## src/rtl/packbits_rle_encoder_defines.svh

```systemverilog
// Assertion macros for the PackBits encoder.
// Used by the top level only; no other dependencies.
`ifndef PACKBITS_RLE_ENCODER_DEFINES_SVH
`define PACKBITS_RLE_ENCODER_DEFINES_SVH

// Same-cycle implication, disabled during reset
`define PBE_ASSERT_NOW(lbl, clk, rst, ante, cons, msg) \
   lbl: assert property (@(posedge clk) disable iff (rst) (ante) |-> (cons)) else $error(msg);

// Next-cycle implication, disabled during reset
`define PBE_ASSERT_NEXT(lbl, clk, rst, ante, cons, msg) \
   lbl: assert property (@(posedge clk) disable iff (rst) (ante) |=> (cons)) else $error(msg);

`endif

```

## src/rtl/pbe_pkg.sv

```systemverilog
// Shared types, constants and header helpers for the PackBits encoder.
// No dependencies.
package pbe_pkg;

   localparam int          STORE_DEPTH  = 32;
   localparam int          IDX_W        = $clog2(STORE_DEPTH);
   localparam int          LEN_W        = $clog2(STORE_DEPTH + 1);
   localparam logic [7:0]  END_MARKER   = 8'd128;
   localparam logic [8:0]  RUN_HDR_BASE = 9'd257;

   typedef enum logic [1:0] {
      SEQ_IDLE,
      SEQ_HDR,
      SEQ_DATA,
      SEQ_MARK
   } seq_state_type;

   // One flush: a header and len data bytes; byte0 is the first data byte
   typedef struct packed {
      logic             valid;
      logic [7:0]       hdr;
      logic [7:0]       byte0;
      logic [LEN_W-1:0] len;
   } job_type;

   typedef struct packed {
      job_type job1;
      job_type job2;
      logic    mark;
   } plan_type;

   typedef struct packed {
      logic             en;
      logic [IDX_W-1:0] addr;
      logic [7:0]       data;
   } wr_type;

   function automatic job_type run_job(input logic [7:0] n, input logic [7:0] b);
      job_type j;
      j.valid = 1'b1;
      j.hdr   = 8'(RUN_HDR_BASE - {1'b0, n});
      j.byte0 = b;
      j.len   = LEN_W'(1);
      return j;
   endfunction

   function automatic job_type lit_job(input logic [7:0] n, input logic [7:0] first);
      job_type j;
      j.valid = 1'b1;
      j.hdr   = n - 8'd1;
      j.byte0 = first;
      j.len   = n[LEN_W-1:0];
      return j;
   endfunction

endpackage

```

## src/rtl/pbe_if.sv

```systemverilog
// Valid/ready channel interfaces for the PackBits encoder.
// No dependencies.
interface pbe_req_if;
   logic       valid;
   logic       ready;
   logic [7:0] data_byte;
   logic       end_of_plane;

   modport source (output valid, output data_byte, output end_of_plane, input ready);
   modport sink   (input valid, input data_byte, input end_of_plane, output ready);
endinterface

interface pbe_rsp_if;
   logic       valid;
   logic       ready;
   logic [7:0] out_byte;
   logic       out_last;

   modport source (output valid, output out_byte, output out_last, input ready);
   modport sink   (input valid, input out_byte, input out_last, output ready);
endinterface

```

## src/rtl/packbits_rle_encoder.sv

```systemverilog
// PackBits run-length encoder, top level.
// Depends on pbe_pkg, pbe_if, pbe_group, pbe_emit and packbits_rle_encoder_defines.svh.
//
// req_ch carries one raw byte per transfer with end_of_plane on the final byte of
// a plane. rsp_ch carries the encoded stream one byte per transfer: run headers
// (257-n), literal headers (n-1), data bytes and the end marker 128. out_last is
// set on the final byte caused by one input transfer.
// An input byte that only extends a group is taken and produces nothing. A byte
// that closes a group is followed by its encoded bytes (header plus data bytes,
// up to 33 for a full literal), and end_of_plane adds the final flush and the
// marker; the emit sequencer writes one byte per cycle into the output register
// while the receiver does not stall it. req_ch.ready is high whenever the
// sequencer is idle, even while the last result still sits in the output register.
// A stalled receiver holds the output register and the sequencer in place;
// nothing is dropped. Synchronous reset returns to run mode with no group
// pending; the literal store is not cleared, since only written entries are read.
module packbits_rle_encoder #(
   parameter int LITERAL_MAX = 32,
   parameter int RUN_MAX     = 128
) (
   input logic      clock,
   input logic      reset,
   pbe_req_if.sink  req_ch,
   pbe_rsp_if.source rsp_ch
);
   import pbe_pkg::*;
   `include "packbits_rle_encoder_defines.svh"

   plan_type plan;
   wr_type   wr;
   logic     busy;
   logic     accept;
   logic     eop_accept;
   logic     mid_byte;

   assign req_ch.ready = !busy;
   assign accept       = req_ch.valid && !busy;
   assign eop_accept   = accept && req_ch.end_of_plane;
   assign mid_byte     = rsp_ch.valid && !rsp_ch.out_last;

   pbe_group #(
      .LITERAL_MAX (LITERAL_MAX),
      .RUN_MAX     (RUN_MAX)
   ) u_group (
      .clock        (clock),
      .reset        (reset),
      .accept       (accept),
      .data_byte    (req_ch.data_byte),
      .end_of_plane (req_ch.end_of_plane),
      .plan         (plan),
      .wr           (wr)
   );

   pbe_emit u_emit (
      .clock        (clock),
      .reset        (reset),
      .accept       (accept),
      .plan         (plan),
      .wr           (wr),
      .busy         (busy),
      .rsp_valid    (rsp_ch.valid),
      .rsp_ready    (rsp_ch.ready),
      .rsp_out_byte (rsp_ch.out_byte),
      .rsp_out_last (rsp_ch.out_last)
   );

   // every end of plane emits at least the marker
   `PBE_ASSERT_NEXT(a_eop_busy, clock, reset, eop_accept, busy, "end of plane left no output")
   // a byte that is not the last of its input means more bytes are queued
   `PBE_ASSERT_NOW(a_more_pending, clock, reset, mid_byte, busy, "sequencer idle mid-response")

endmodule

```

## src/rtl/pbe_group.sv

```systemverilog
// Group tracker: run/literal state and the flush plan for each input byte.
// Depends on pbe_pkg.
module pbe_group #(
   parameter int LITERAL_MAX = 32,
   parameter int RUN_MAX     = 128
) (
   input  logic              clock,
   input  logic              reset,
   input  logic              accept,
   input  logic [7:0]        data_byte,
   input  logic              end_of_plane,
   output pbe_pkg::plan_type plan,
   output pbe_pkg::wr_type   wr
);
   import pbe_pkg::*;

   localparam logic [7:0] LitMax = 8'(LITERAL_MAX);
   localparam logic [7:0] RunMax = 8'(RUN_MAX);

   logic [7:0] gc_ff, gc_in;
   logic [7:0] rv_ff, rv_in;
   logic [7:0] first_ff, first_in;
   logic       lit_ff, lit_in;

   always_comb begin
      gc_in    = gc_ff;
      rv_in    = rv_ff;
      first_in = first_ff;
      lit_in   = lit_ff;
      plan     = '0;
      wr       = '0;

      if (gc_ff == 8'd0) begin
         rv_in  = data_byte;
         gc_in  = 8'd1;
         lit_in = 1'b0;
      end else if (!lit_ff) begin
         if (data_byte == rv_ff) begin
            if (gc_ff >= RunMax) begin
               plan.job1 = run_job(gc_ff, rv_ff);
               gc_in     = 8'd1;
            end else begin
               gc_in = gc_ff + 8'd1;
            end
         end else if (gc_ff == 8'd1) begin
            // lone differing byte: open a literal of two
            first_in = rv_ff;
            wr.en    = accept;
            wr.addr  = IDX_W'(1);
            wr.data  = data_byte;
            gc_in    = 8'd2;
            lit_in   = 1'b1;
            rv_in    = data_byte;
         end else begin
            plan.job1 = run_job(gc_ff, rv_ff);
            rv_in     = data_byte;
            gc_in     = 8'd1;
         end
      end else begin
         if (data_byte == rv_ff) begin
            // repeat: drop the last literal byte into a run of two
            plan.job1 = lit_job(gc_ff - 8'd1, first_ff);
            gc_in     = 8'd2;
            lit_in    = 1'b0;
         end else if (gc_ff >= LitMax) begin
            plan.job1 = lit_job(gc_ff, first_ff);
            gc_in     = 8'd1;
            lit_in    = 1'b0;
            rv_in     = data_byte;
         end else begin
            wr.en   = accept;
            wr.addr = gc_ff[IDX_W-1:0];
            wr.data = data_byte;
            gc_in   = gc_ff + 8'd1;
            rv_in   = data_byte;
         end
      end

      if (end_of_plane) begin
         plan.job2 = lit_in ? lit_job(gc_in, first_in) : run_job(gc_in, rv_in);
         plan.mark = 1'b1;
         gc_in     = 8'd0;
         lit_in    = 1'b0;
      end
   end

   always_ff @(posedge clock) begin
      if (reset) begin
         gc_ff  <= 8'd0;
         rv_ff  <= 8'd0;
         lit_ff <= 1'b0;
      end else if (accept) begin
         gc_ff  <= gc_in;
         rv_ff  <= rv_in;
         lit_ff <= lit_in;
      end
   end

   always_ff @(posedge clock) begin
      if (accept) begin
         first_ff <= first_in;
      end
   end

endmodule

```

## src/rtl/pbe_emit.sv

```systemverilog
// Emit sequencer: literal store, byte counter and output register.
// Depends on pbe_pkg.
module pbe_emit (
   input  logic              clock,
   input  logic              reset,
   input  logic              accept,
   input  pbe_pkg::plan_type plan,
   input  pbe_pkg::wr_type   wr,
   output logic              busy,
   output logic              rsp_valid,
   input  logic              rsp_ready,
   output logic [7:0]        rsp_out_byte,
   output logic              rsp_out_last
);
   import pbe_pkg::*;

   seq_state_type    state_ff, state_in;
   plan_type         plan_ff;
   logic             cur_ff, cur_in;
   logic [IDX_W-1:0] idx_ff, idx_in;
   logic [7:0]       mem [STORE_DEPTH];
   logic [7:0]       rd_data_ff;
   logic             ov_ff, ov_in;
   logic [7:0]       ob_ff;
   logic             ol_ff;

   job_type    cur_job;
   logic       slot_free;
   logic       data_done;
   logic       emit_fire;
   logic [7:0] emit_byte;

   assign cur_job   = cur_ff ? plan_ff.job2 : plan_ff.job1;
   assign slot_free = !ov_ff || rsp_ready;
   assign data_done = ({1'b0, idx_ff} == (cur_job.len - LEN_W'(1)));
   assign busy      = (state_ff != SEQ_IDLE);

   // next state
   always_comb begin
      state_in = state_ff;
      cur_in   = cur_ff;
      idx_in   = idx_ff;
      unique case (state_ff)
         SEQ_IDLE: begin
            idx_in = '0;
            cur_in = 1'b0;
            if (accept) begin
               if (plan.job1.valid) begin
                  state_in = SEQ_HDR;
               end else if (plan.job2.valid) begin
                  state_in = SEQ_HDR;
                  cur_in   = 1'b1;
               end else if (plan.mark) begin
                  state_in = SEQ_MARK;
               end
            end
         end
         SEQ_HDR: begin
            if (slot_free) begin
               state_in = SEQ_DATA;
               idx_in   = '0;
            end
         end
         SEQ_DATA: begin
            if (slot_free) begin
               if (!data_done) begin
                  idx_in = idx_ff + IDX_W'(1);
               end else if (!cur_ff && plan_ff.job2.valid) begin
                  state_in = SEQ_HDR;
                  cur_in   = 1'b1;
                  idx_in   = '0;
               end else if (plan_ff.mark) begin
                  state_in = SEQ_MARK;
               end else begin
                  state_in = SEQ_IDLE;
               end
            end
         end
         SEQ_MARK: begin
            if (slot_free) begin
               state_in = SEQ_IDLE;
            end
         end
         default: state_in = SEQ_IDLE;
      endcase
   end

   // outputs
   always_comb begin
      emit_fire = 1'b0;
      emit_byte = END_MARKER;
      unique case (state_ff)
         SEQ_IDLE: begin
            emit_fire = 1'b0;
         end
         SEQ_HDR: begin
            emit_fire = slot_free;
            emit_byte = cur_job.hdr;
         end
         SEQ_DATA: begin
            emit_fire = slot_free;
            emit_byte = (idx_ff == '0) ? cur_job.byte0 : rd_data_ff;
         end
         SEQ_MARK: begin
            emit_fire = slot_free;
            emit_byte = END_MARKER;
         end
         default: emit_fire = 1'b0;
      endcase
   end

   assign ov_in = emit_fire || (ov_ff && !rsp_ready);

   always_ff @(posedge clock) begin
      if (reset) begin
         state_ff <= SEQ_IDLE;
         cur_ff   <= 1'b0;
         idx_ff   <= '0;
         ov_ff    <= 1'b0;
      end else begin
         state_ff <= state_in;
         cur_ff   <= cur_in;
         idx_ff   <= idx_in;
         ov_ff    <= ov_in;
      end
   end

   always_ff @(posedge clock) begin
      if (accept) begin
         plan_ff <= plan;
      end
      if (emit_fire) begin
         ob_ff <= emit_byte;
         ol_ff <= (state_in == SEQ_IDLE);
      end
   end

   // literal store: one write port, one registered read that tracks the next index
   always_ff @(posedge clock) begin
      if (wr.en) begin
         mem[wr.addr] <= wr.data;
      end
      rd_data_ff <= mem[idx_in];
   end

   assign rsp_valid    = ov_ff;
   assign rsp_out_byte = ob_ff;
   assign rsp_out_last = ol_ff;

endmodule
```

## src/flat_wrapper.sv

```systemverilog
// flat-port wrapper written by rule: the top's interface ports become plain ports
module packbits_rle_encoder_flat import pbe_pkg::*;
#(
   parameter int LITERAL_MAX = 32,
   parameter int RUN_MAX     = 128
)
  (clock, reset, req_ch_valid, req_ch_data_byte, req_ch_end_of_plane, req_ch_ready, rsp_ch_valid, rsp_ch_out_byte, rsp_ch_out_last, rsp_ch_ready);
  pbe_req_if req_ch_i ();
  pbe_rsp_if rsp_ch_i ();
  input logic clock;
  input logic reset;
  input wire logic [$bits(req_ch_i.valid)-1:0] req_ch_valid;
  input wire logic [$bits(req_ch_i.data_byte)-1:0] req_ch_data_byte;
  input wire logic [$bits(req_ch_i.end_of_plane)-1:0] req_ch_end_of_plane;
  output wire logic [$bits(req_ch_i.ready)-1:0] req_ch_ready;
  output wire logic [$bits(rsp_ch_i.valid)-1:0] rsp_ch_valid;
  output wire logic [$bits(rsp_ch_i.out_byte)-1:0] rsp_ch_out_byte;
  output wire logic [$bits(rsp_ch_i.out_last)-1:0] rsp_ch_out_last;
  input wire logic [$bits(rsp_ch_i.ready)-1:0] rsp_ch_ready;
  assign req_ch_i.valid = req_ch_valid;
  assign req_ch_i.data_byte = req_ch_data_byte;
  assign req_ch_i.end_of_plane = req_ch_end_of_plane;
  assign req_ch_ready = req_ch_i.ready;
  assign rsp_ch_valid = rsp_ch_i.valid;
  assign rsp_ch_out_byte = rsp_ch_i.out_byte;
  assign rsp_ch_out_last = rsp_ch_i.out_last;
  assign rsp_ch_i.ready = rsp_ch_ready;
  packbits_rle_encoder #(.LITERAL_MAX(LITERAL_MAX), .RUN_MAX(RUN_MAX)) u_core (.clock(clock), .reset(reset), .req_ch(req_ch_i), .rsp_ch(rsp_ch_i));
endmodule
```

## config.mk

```make
export PLATFORM = sky130hd
export DESIGN_NAME = packbits_rle_encoder_flat
export DESIGN_NICKNAME = d
export VERILOG_FILES = /design/src/rtl/pbe_pkg.sv /design/src/rtl/pbe_if.sv /design/src/rtl/packbits_rle_encoder.sv /design/src/rtl/pbe_group.sv /design/src/rtl/pbe_emit.sv /design/src/flat_wrapper.sv
export VERILOG_INCLUDE_DIRS = /design/src /design/src/rtl
export SDC_FILE = /design/constraint.sdc
export NUM_CORES = 1
export LEC_CHECK = 0
export ABC_AREA = 1
export BUFFER_PORTS_ARGS = -buffer_cell sky130_fd_sc_hd__buf_2
export CORE_ASPECT_RATIO = 1.25
export CORE_MARGIN = 10
export CORE_UTILIZATION = 40
export CTS_CLUSTER_SIZE = 40
export DETAILED_ROUTE_END_ITERATION = 8
export HOLD_SLACK_MARGIN = 0.03
export SETUP_SLACK_MARGIN = 0.05
export SLEW_MARGIN = 20
export SYNTH_ARGS = -nofsm -noshare
export SYNTH_HDL_FRONTEND = slang
export SYNTH_HIERARCHICAL = 1
export SYNTH_SLANG_ARGS = --single-unit
```

## constraint.sdc

```tcl
create_clock -name clock -period 7.46 [get_ports clock]
set_input_delay 0.746 -clock clock [delete_from_list [all_inputs] [get_ports clock]]
set_output_delay 0.746 -clock clock [all_outputs]
set_load 0.01 [all_outputs]
```

Word-level counts from Yosys, hierarchy flattened
Memory sizes are Yosys's and may differ from the RTL's. A register that Yosys moved wholly into a read port is not among the register bits. Cells that the tools add are included.

Add/subtract/negate cells: 8. $lt $le $gt $ge: 2. Equality and inequality tests: 9. Multiplexer cells: 65. Reductions and logical operators: 18.

Operator list (count): two-way mux 23 bit (7); two-way mux 8 bit (14); two-way mux 14 bit (6); two-way mux 22 bit (2); two-way mux 24 bit (1); subtractor 8 x 1 -> 8 bit (second input constant) (3); two-way mux 2 bit (11); two-way mux 5 bit (4); case mux 8 bit (2 select lines) (1); subtractor 1 x 8 -> 8 bit (first input constant) (2); two-way mux 1 bit (15); case mux 5 bit (3 select lines) (1); adder 8 x 1 -> 8 bit (second input constant) (1); equality test 8 x 1 -> 1 bit (second input constant) (1); equality test 8 bit (1); greater-or-equal comparator 8 x 6 -> 1 bit (second input constant) (1); greater-or-equal comparator 8 bit (second input constant) (1); zero test 8 bit (1); case mux 2 bit (4 select lines) (1); equality test 5 x 6 -> 1 bit (1); inequality test 2 bit (second input constant) (3); subtractor 6 x 1 -> 6 bit (second input constant) (1); adder 5 x 1 -> 5 bit (second input constant) (1); zero test 5 bit (1); 11 further kinds (21).

Register bits: 89. RAM bits: 256. Input bits: 13. Output and inout port bits: 11. Word-level logic and storage cells: 122. Memories kept: 1.

Memory list: u_core.u_emit.mem (words 32, width 8, read ports 1, clocked after Yosys merged registers in 1, write ports 1, line pbe_emit.sv:21) `logic [7:0] mem [STORE_DEPTH];`.

Depth between registers and ports, before layout
Gate-level depths: netlist of the first run.

Depth in word-level cells: 14. Gate-level depth with buffers: 29. Depth with buffers taken out: 26.

By module
The synthesis of the first run kept the hierarchy.

By module, submodules not included: pbe_emit (times used 1, cells each 1388, area each 14571.5 sq um, seq. area each 9679.3 sq um); pbe_group (times used 1, cells each 460, area each 2879.0 sq um, seq. area each 580.6 sq um); packbits_rle_encoder (times used 1, cells each 3, area each 13.8 sq um, seq. area each 0.0 sq um).

Worst setup path before layout of the first run
OpenSTA, ideal clock, no wires.

Path kind: input -> register. Start: input req_ch_valid. End: memory u_core.u_emit.mem[11][0] (enable). Arrival time: 3.693 ns. Slack: 3.397 ns. Stages: 8. Path through: inv_1 > nor2_2 > clkbuf_1 > inv_1 > clkbuf_1 > nor2_1 > nand3_1 > nor2_1.

RTL lines: start: declaration (line flat_wrapper.sv:12) `input wire logic [$bits(req_ch_i.valid)-1:0] req_ch_valid;`; end: declaration (line pbe_emit.sv:21).

Final worst setup path of the first run
Start: register u_core.u_emit.cur_ff. End: register u_core.u_emit.rd_data_ff[0] (read register of u_core.u_emit.mem).

Cells in the longest elaborated chain, start to end: 6.

Ends and longest elaborated chain: start: declaration (line pbe_emit.sv:19) `logic cur_ff, cur_in;`; start signal: assignment (line pbe_emit.sv:122) `cur_ff <= cur_in;`; two-way mux 22 bit or zero test 1 bit (tied branches) (line pbe_emit.sv:33, pbe_emit.sv:68); subtractor 6 x 1 -> 6 bit or logical AND 1 bit (tied branches) (line pbe_emit.sv:35, pbe_emit.sv:68); equality test 5 x 6 -> 1 bit or two-way mux 5 bit (tied branches) (line pbe_emit.sv:35, pbe_emit.sv:68); two-way mux 5 bit (*) (line pbe_emit.sv:66) `if (!data_done) begin`; two-way mux 5 bit (*) (line pbe_emit.sv:65) `if (slot_free) begin`; case mux 5 bit (3 select lines) (*) (line pbe_emit.sv:43) `unique case (state_ff)`; end: declaration (line pbe_emit.sv:22) `logic [7:0] rd_data_ff;`.

Mark *: on every way between the ends. The rest lies on a longest branch, timed or not. A chain may end at the register's enable or synchronous reset.

==> results.md, run 1 <==
- The flow ran to the end, and the final reports show no timing, DRC or antenna violations.
- The cell area after placement is 0.0180 mm2.
- The floorplan core area is around 0.043 mm2.
- Among cell families on the critical path, the largest total delay comes from simple AND/OR/NAND/NOR gates.
- The count of filler cells inserted in the layout is 4180.
- IR analysis of the VDD net gives a maximum drop of 166 uV.
- The final weighted congestion in routability-driven placement is about 0.93.
- The arrival time reported for the critical path endpoint is 5.54 ns.
- The transition at the pin with the smallest max-transition slack is about 1.0 ns.
- The hold path startpoint is req_ch_data_byte[1].
- The peak per-stage delay on the critical path is 0.95 ns.
- The number of cells on the worst reg-to-reg path is 24.
- The ratio of cells with drive above 1 in the final layout is 0.0969.
- The net count after synthesis is ~1.9k.
- The number of standard cells after synthesis is approximately 1.9k.
- The H-tree was split into 2 levels.
- The setup clock skew after layout is 0.0347 ns.
- The die outline width is between 200 and 250 um.
- The area of all placed cells without fillers is about 0.019 mm2.
- For this design the static power due to leakage is 7.77 nW.
- The library cell used most frequently in the layout, excluding fill and tap cells, is nand2_1.
- Summing all multi-input logic gate instances after layout gives 0.00579 mm2.
- The number of gates given a new drive strength after cts is 0.
- The buffers inserted during post-CTS setup optimization is 0.
- The net count of the finished layout is 1869.
- The initial antenna violation count is 1.
- The CTS buffer count is 37.
- For this run, the top clock speed supported by timing is 197 MHz.
- The number of buffers on the longest clock path is 3.
- The origin of the critical flop-to-flop path is u_core/u_emit/cur_ff.
- The most instantiated flip-flop cell in the synthesis netlist is edfxtp_1.
- The count of boundary I/O pins is 24.
- In the final timing run, aggregate negative setup slack is 0 ns.
- The data required time at the worst endpoint is 7.92 ns.
- Of the synthesized area, sequential elements account for 0.587.
- The violation count after the first detailed-routing iteration is 1026.
- In this run the vertical extent of the chip is 254 um.
- After detailed routing, the number of remaining DRC violations is 0.
- The headroom to the max-slew limit is 0.318.
- The internal reg-to-reg setup slack is between 2 and 2.5 ns.
- Setup violations remaining at the end of the flow were counted as 0.
- For the worst-skew pair, the clock arrives at the later sink with an insertion delay of 0.56 ns.
- The hold-critical path depth is 3.
- In this run the worst hold path is classified as in -> reg.
- The share of the clock period used by the worst path after layout is 0.681.
- The endpoint identified for the worst register-to-register timing path is u_core/u_emit/rd_data_ff[0].
- The floorplan row count is 85.
- The synthesized netlist occupies a cell area of 0.0175 mm2.
- The number of synthesized flops with an enable pin is ~320.
- The count of endpoints failing hold in the final timing report is 0.
- For hold timing, the worst endpoint is u_core/u_group/rv_ff[1].
- Compared with the post-synthesis result, the final layout area differs by 10.2%.
- The clock-pin slew on the worst setup and hold paths is 0.07 ns.
- The via count of the first global-routing pass is around 12k.
- Entering global routing, the biggest net connects 88 pins.
- Setup repair after global routing left no endpoint under its margin.
- The first-pass iteration count of the detailed router is 5.
- The clock period minus worst slack is 5.08 ns.
- The global-route total usage across every layer is 0.174.
- The critical-path cell with the highest stage delay is nand2_4.
- The root buffer cell is clkbuf_16.
- The via density per instance is 5.22.
- The sort of element at the end of the critical path is a register.
- The sum of buffers and inverters on the critical path is 3.
- Of the post-synthesis cell area, the dominant cell type holds 0.549.
- The leading area contributor after synthesis is edfxtp_1.
- Walking the worst path, the cells encountered are buf_4 -> inv_4 -> nand2_1 -> nand2_1 -> ha_1 -> xor2_1 -> nand3_1 -> nor2_1 -> nand2_1 -> nor2_4 -> nand2_2 -> nand2_1 -> nand2_1 -> nand3_1 -> nand2_4 -> nand2_4 -> buf_4 -> nand2_1 -> nand3_1 -> nand3_1 -> nand3_1 -> nand2_1 -> nand2_1 -> nand2_1.
- The netlist uses 52 different library cells.
- For this block, the via count after detailed routing is between 10k and 15k.
- The element type at the critical path start is a register.
- Across the run, the number of max-cap violations was 0.
- The detail route stage leaves a number of antenna-violating nets equal to 0.
- For this configuration, the core starts out at a cell density of 0.404.
- The largest fanout on the critical path is 87.
- Among the stages of the critical path, the cell type that occurs most often is nand2_1.
- The worst slack at placement is 2.36 ns.
- The library cells used most frequently in the layout, excluding fill and tap cells, are nand2_1, nand3_1, edfxtp_1.
- In the synthesized netlist the async set-or-reset flop fraction comes to 0.
- After synthesis, the cell types taking the most area are edfxtp_1, nand3_1, nand2_1.
- The smallest setup slack after layout is 2.38 ns.
- The number of warnings printed during yosys synthesis is 6.
- In this run the power density over the cells is 300 mW/mm2.
- The total half-perimeter wirelength after legalization and detailed placement is 29600 um.
- The CTS tree is yes.
- In the final layout, flip-flops and latches occupy 0.0103 mm2.
- The number of hold buffers added after CTS was 0.
- A synthesized cell averages 9.44 um2.
- The count of buffers inserted at the top-level ports is 23.
- The die covers roughly 0.052 mm2.
- The critical path class is reg -> reg.
- Synthesis inferred 353 register bits.
- The first global-routing pass estimated 71000 um of wire.
- In the final routed layout, each cell accounts on average for 18.7 um.
- Summed over all layers, the global routing overflow is 0.
- The max-slew violation count is 0.
- The number of clock sinks is approximately 350.
- For this block, the routed nets add up to 45600 um of wire.
sequential cells by signal, summed over array words and instances (netlist names):
register                    cells
u_core/u_group/first_ff         8
u_core/u_group/gc_ff            8
u_core/u_emit/rsp_out_byte      8
u_core/u_group/rv_ff            8
u_core/u_group/lit_ff           1
u_core/u_emit/mem             256
u_core/u_emit/rsp_valid         1
u_core/u_emit/cur_ff            1
u_core/u_emit/rsp_out_last      1
u_core/u_emit/idx_ff            5
u_core/u_emit/plan_ff          46
u_core/u_emit/rd_data_ff        8
u_core/u_emit/state_ff          2
worst reg2reg max path, stage by stage, from the launching register on:
cell and delay [ns]:
dfxtp_1 0.50, buf_4 0.28, inv_4 0.14, nand2_1 0.11
nand2_1 0.14, ha_1 0.33, xor2_1 0.14, nand3_1 0.08
nor2_1 0.10, nand2_1 0.09, nor2_4 0.11, nand2_2 0.10
nand2_1 0.07, nand2_1 0.05, nand3_1 0.12, nand2_4 0.40
nand2_4 0.96, buf_4 0.61, nand2_1 0.13, nand3_1 0.09
nand3_1 0.12, nand3_1 0.14, nand2_1 0.07, nand2_1 0.06
nand2_1 0.05
power breakdown:
part           internal (mW)  total, mW  switching (mW)
logic                  0.399       1.41            1.01
clock network           1.13       1.93           0.806
registers               2.32       2.44           0.116
metrics by stage:
| step | instances | util | power, mW | hold slack, ns |
|---|---|---|---|---|
| after global routing | 2432 | 0.446 | 6.09 | 0.513 |
| after global placement | 2364 | 0.416 | 3.88 | 0.546 |
| after CTS | 2432 | 0.446 | 5.82 | 0.489 |
| after floorplan | 1851 | - | 3.48 | 0.488 |
| after detailed placement | 2364 | 0.416 | 3.89 | 0.557 |
| final | 2433 | 0.446 | 5.77 | 0.511 |
cells in the mapped netlist (all sizes together) (3+ instances only):
library cell and number:
nor3 7, buf 69, nand2 432, a31oi 13
clkbuf 25, xor2 12, o21ai 62, edfxtp 319
nand4 9, dfxtp 34, nor2 140, a211oi 10
o211ai 7, nand3 333, a21oi 49, o221ai 3
xnor2 8, clkinv 3, ha 18, inv 244
nand3b 41
logic make-up after synthesis:
group                    synth area share
XOR/XNOR                           0.0105
AO/OA/AOI/OAI                      0.0524
buffers and inverters              0.0837
AND/OR/NAND/NOR                     0.253
adder cells (fa/ha/maj)            0.0129
flip-flops                          0.587
layer usage:
metal	global-route usage	routed length (um)	vias up
met5	0	0	-
met4	0.0603	1460	0
met3	0.0250	2610	96
met2	0.292	22600	402
met1	0.224	18900	6022
li1	-	-	6186
final cells by class:
type,count,area share
diodes,1,0.000130
flip-flops and latches,353,0.533
multi-input cells,1157,0.301
clock inverters,28,0.0169
well taps,565,0.0367
repair buffers,42,0.0134
clock buffers,40,0.0498
inverters,247,0.0487
worst max-delay path by stage:
stage                                     from                          end  slack, ns  cells after the start
after detailed placement  u_core/u_emit/cur_ff  u_core/u_emit/rd_data_ff[3]       2.36                     24
after global placement    u_core/u_emit/cur_ff  u_core/u_emit/rd_data_ff[3]       2.39                     24
after floorplan                   req_ch_valid     u_core/u_emit/mem[11][0]       3.40                      8
after global routing      u_core/u_emit/cur_ff  u_core/u_emit/rd_data_ff[3]       1.76                     25
after CTS                 u_core/u_emit/cur_ff  u_core/u_emit/rd_data_ff[3]       2.36                     24
final                     u_core/u_emit/cur_ff  u_core/u_emit/rd_data_ff[0]       2.38                     24
Note: power is estimated with default switching activity, not from simulation.
==> run 2, diff against run 1 <==
--- a/config.mk
+++ b/config.mk
@@ -6,7 +6,7 @@
 export SDC_FILE = /design/constraint.sdc
 export NUM_CORES = 1
 export LEC_CHECK = 0
-export ABC_AREA = 1
+export ABC_AREA = 0
 export BUFFER_PORTS_ARGS = -buffer_cell sky130_fd_sc_hd__buf_2
 export CORE_ASPECT_RATIO = 1.25
 export CORE_MARGIN = 10
==> constraint.sdc (replaced) <==
create_clock -name clock -period 4.7 [get_ports clock]
set_input_delay 0.47 -clock clock [delete_from_list [all_inputs] [get_ports clock]]
set_output_delay 0.47 -clock clock [all_outputs]
set_load 0.01 [all_outputs]
==> results.md, run 2 <==
- The smallest setup slack after layout is 0.676 ns (-1.70 ns).
- The run finished with clean final reports.
- The net count of the finished layout is 1384 (-26%).
- The number of clock sinks is 353 (unchanged).
- The final-report setup violation count is 0 (unchanged).
- The most used flip-flop cell after synthesis is edfxtp_1.
- The leading area contributor after synthesis is edfxtp_1.
- The final-layout setup total negative slack is 0 ns (unchanged).
- The transition at the pin with the smallest max-transition slack came to 0.921 ns (-0.102 ns).
- The sequential share of power was 0.441 (+0.019).
- The area of the mapped netlist was 0.0166 mm2 (-5.0%).
- The buffers inserted during post-CTS setup optimization came to 0 (unchanged).
- The headroom to the max-slew limit is 0.384 (+0.0659).
- The global-route wire length before repair is 66600 um (-6.2%).
- The setup path with the least slack is of type reg -> reg.
- The switching power was 2.49 mW (+29%).
- The origin of the critical flop-to-flop path is u_core/u_emit/cur_ff.
- The average routed wire per standard cell is 22.2 um (+19%).
- The floorplan core area is 0.0410 mm2 (-5.0%).
- The maximum number of pins on one net before global-route repair was 75 (-15%).
- STA classifies the critical path endpoint as a register.
- The area fraction of the dominant cell type after synthesis is 0.577 (+0.0288).
- The CTS buffer count is 37 (unchanged).
- By area the synthesized netlist is led by edfxtp_1, dfxtp_1, nand2_1.
- The worst-case vdd ir drop is 305 uV (+84%).
- The initial core utilization is 0.405 (about the same).
- The count of placed standard cells including taps came to 1866 (-21%).
- The mean instance size in the synthesized netlist came to 12.5 um2 (+32%).
- The violation count after the first detailed-routing iteration was 865 (-16%).
- The post-synthesis register bit count was 353 (unchanged).
- The share of the clock period used by the worst path after layout is 0.856 (+0.175).
- The sequential area share after synthesis was 0.618 (+0.0308).
- The number of flip-flops in the largest register was 256 (unchanged).
- The clock network power share is 0.355 (+0.021).
- The layout overhead on the synthesized area is 12.3%.
- The total of hold buffers inserted after clock tree synthesis was 0 (unchanged).
- The highest attainable clock frequency is 248 MHz (+26%).
- The number of synthesized flops with an enable pin is 319 (unchanged).
- The number of cells on the worst reg-to-reg path is 12 (-50%).
- The latest clock arrival within the worst-skew pair is 0.55 ns (about the same).
- The power consumption was 8.59 mW (+49%).
- The number of diodes added for antenna fixing is 0 (-1).
- The tightest hold margin was 0.239 ns (-0.272 ns).
- The root buffer cell is clkbuf_16.
- The total of max-cap violations is 0 (unchanged).
- The total congestion overflow after global routing came to 0 (unchanged).
- The count of different cell masters after synthesis was 82 (+58%).
- Ranked by flip-flop count, first place goes to u_core/u_emit/mem.
- The count of boundary I/O pins came to 24 (unchanged).
- The net switching fraction of the power is 0.289 (-0.0446).
- The global-route total usage across every layer is 0.170 (-0.00418).
- The die outline width was 202 um (-2.3%).
- The count of placed standard cells in the final layout, fillers left out is 1933 (-21%).
- The cell-internal power is 6.11 mW (+59%).
- Leaving out fill and tap cells, the most frequent cells in the layout are edfxtp_1, nand2_1, nor2_1.
- The number of H-tree branching levels came to 2 (unchanged).
- Setup repair after global routing left no endpoint under its margin.
- TritonCTS built the clock tree.
- The internal reg-to-reg setup slack is 0.68 ns (-1.70 ns).
- Leaving out fill and tap cells, the most frequent cell in the layout is edfxtp_1.
- The via count of the first global-routing pass is 11.0k (-9.9%).
- The clock period minus worst slack came to 4.02 ns (-1.06 ns).
- The share of synthesized flip-flops with an asynchronous set or reset was 0 (unchanged).
- The floorplan row count is 83 (-2.4%).
- The total half-perimeter wirelength after legalization and detailed placement came to 28800 um (-2.8%).
- The residual antenna-violating net count after detailed routing is 0 (unchanged).
- The via total after detailed routing is 11.0k (-13%).
- The power density normalized to cell area is 461 mW/mm2 (+54%).
- The destination of the worst register-to-register timing path is u_core/u_emit/rd_data_ff[6].
- The number of buffers on the longest clock path is 3 (unchanged).
- The setup clock skew after layout is 0.0279 ns (-0.00672 ns).
- The net count after synthesis came to 1363 (-28%).
- The count of filler cells inserted in the layout is 3717 (-11%).
- The final weighted congestion in routability-driven placement is 0.920 (-0.51%).
- The most numerous cell in the Yosys netlist is edfxtp_1.
- The count of endpoints failing hold in the final timing report is 0 (unchanged).
- The wire length after detailed routing came to 43000 um (-5.7%).
- The arrival time reported for the critical path endpoint came to 4.51 ns (-1.03 ns).
- The number of standard cells after synthesis was 1332 (-28%).
- The clock-pin slew on the worst setup and hold paths came to 0.06 ns (about the same).
- In the synthesized netlist, the cells that appear most often are edfxtp_1, nand2_1, nor2_1.
- The initial antenna violation count was 0 (-1).
- The max-slew violation count is 0 (unchanged).
- The via density per instance is 5.69 (+8.9%).
- The element type at the critical path start is a register.
- The leakage power was 6.54 nW (-16%).
- The largest fanout on the critical path is 23 (-74%).
- The die span in y was 248 um (-2.3%).
- The detailed-route DRC error count is 0 (unchanged).
- The data required time at the worst endpoint came to 5.18 ns (-2.74 ns).
- The critical path endpoint is u_core/u_emit/rd_data_ff[6].
- The path class of the tightest hold or removal check is in -> reg.
- The first-pass iteration count of the detailed router is 7 (+2).
- The overall die area is 0.0501 mm2 (-4.6%).
- The count of buffers inserted at the top-level ports is 23 (unchanged).
- The number of warnings printed during yosys synthesis was 6 (unchanged).
- In the final layout, the registers with the most flip-flops are u_core/u_emit/mem (256), u_core/u_emit/plan_ff (46).
- The ratio of cells with drive above 1 in the final layout is 0.143 (+0.0457).
- The worst slack at placement was 0.706 ns (-1.65 ns).
- The proportion of power drawn by combinational gates was 0.204 (-0.039).
- The number of gates given a new drive strength after cts is 0 (unchanged).
- Tracing the worst setup path back leads to its startpoint at u_core/u_emit/cur_ff.
[run 2: cell types whose count changed in the layout (fill, tap and decap cells not counted), moves of 33 or more]
cell      change
inv_1       -211
mux2i_1      +51
nand3_1     -303
and3_1       +36
nand3b_1     -33
nand2_1     -254
o21ai_0      -38
a311oi_1     +45
a211oi_1     +43
[run 2: cell families after synthesis]
family          share of synthesized area
compound gates                      0.123
simple gates                        0.133
xor+xnor                           0.0190
fa+ha+maj                          0.0136
mux                                0.0597
buf+inv                            0.0330
flops                               0.618
[run 2: how the worst min path moves through the flow]
stage / startpoint / endpoint / slack (ns) / depth (start not counted)
2_1_floorplan: u_core/u_group/gc_ff[1] / u_core/u_group/gc_ff[1] / 0.50 / 2
3_3_place_gp: u_core/u_group/rv_ff[2] / u_core/u_group/rv_ff[2] / 0.54 / 2
3_5_place_dp: u_core/u_group/rv_ff[1] / u_core/u_group/rv_ff[1] / 0.56 / 2
4_1_cts: req_ch_data_byte[4] / u_core/u_group/rv_ff[4] / 0.22 / 3
5_1_grt: req_ch_data_byte[5] / u_core/u_group/rv_ff[5] / 0.26 / 3
6_report: req_ch_data_byte[4] / u_core/u_group/rv_ff[4] / 0.24 / 3
[run 2: per-stage QoR]
| stage | utilization | instance area, um2 |
|---|---|---|
| final | 0.454 | 18600 |
| after floorplan | - | 16600 |
| after global placement | 0.423 | 17400 |
| after detailed placement | 0.423 | 17400 |
| after CTS | 0.454 | 18600 |
| after global routing | 0.454 | 18600 |
[run 2: layout make-up]
cell class                 instances  area [um2]  area share
sequential                       353       10300       0.551
multi-input combinational        874        5830       0.313
inverter                          13        48.8     0.00262
timing repair buffer              74         536      0.0287
tap                              552         691      0.0371
clock buffer                      48         988      0.0530
clock inverter                    19         282      0.0151
[run 2: per-layer routing]
metal / GRT usage / vias up / wire length, um
li1: - / 5105 / -
met3: 0.0218 / 70 / 2090
met5: 0 / - / 0
met4: 0.0545 / 0 / 1160
met1: 0.209 / 5481 / 17500
met2: 0.304 / 339 / 22200
[run 2: worst max-delay path, cell delays in order, from the launching register on]
cell and delay (ns):
dfxtp_1 0.37, buf_4 0.29, mux2i_1 0.23, ha_1 0.27, xnor2_1 0.14, or4b_2 0.66
o31a_1 0.32, nand2_2 0.36, buf_4 0.35, buf_4 0.31, mux2i_1 0.30, o2111ai_1 0.18
nand4bb_1 0.17
[run 2: power by group through the flow]
stage	Clock (mW)	Combinational [mW]	Sequential, mW
after global routing	3.24	1.90	3.81
after detailed placement	0	1.75	3.85
after floorplan	0	1.26	3.82
after CTS	3.12	1.76	3.79
final	3.05	1.76	3.79
after global placement	0	1.72	3.85
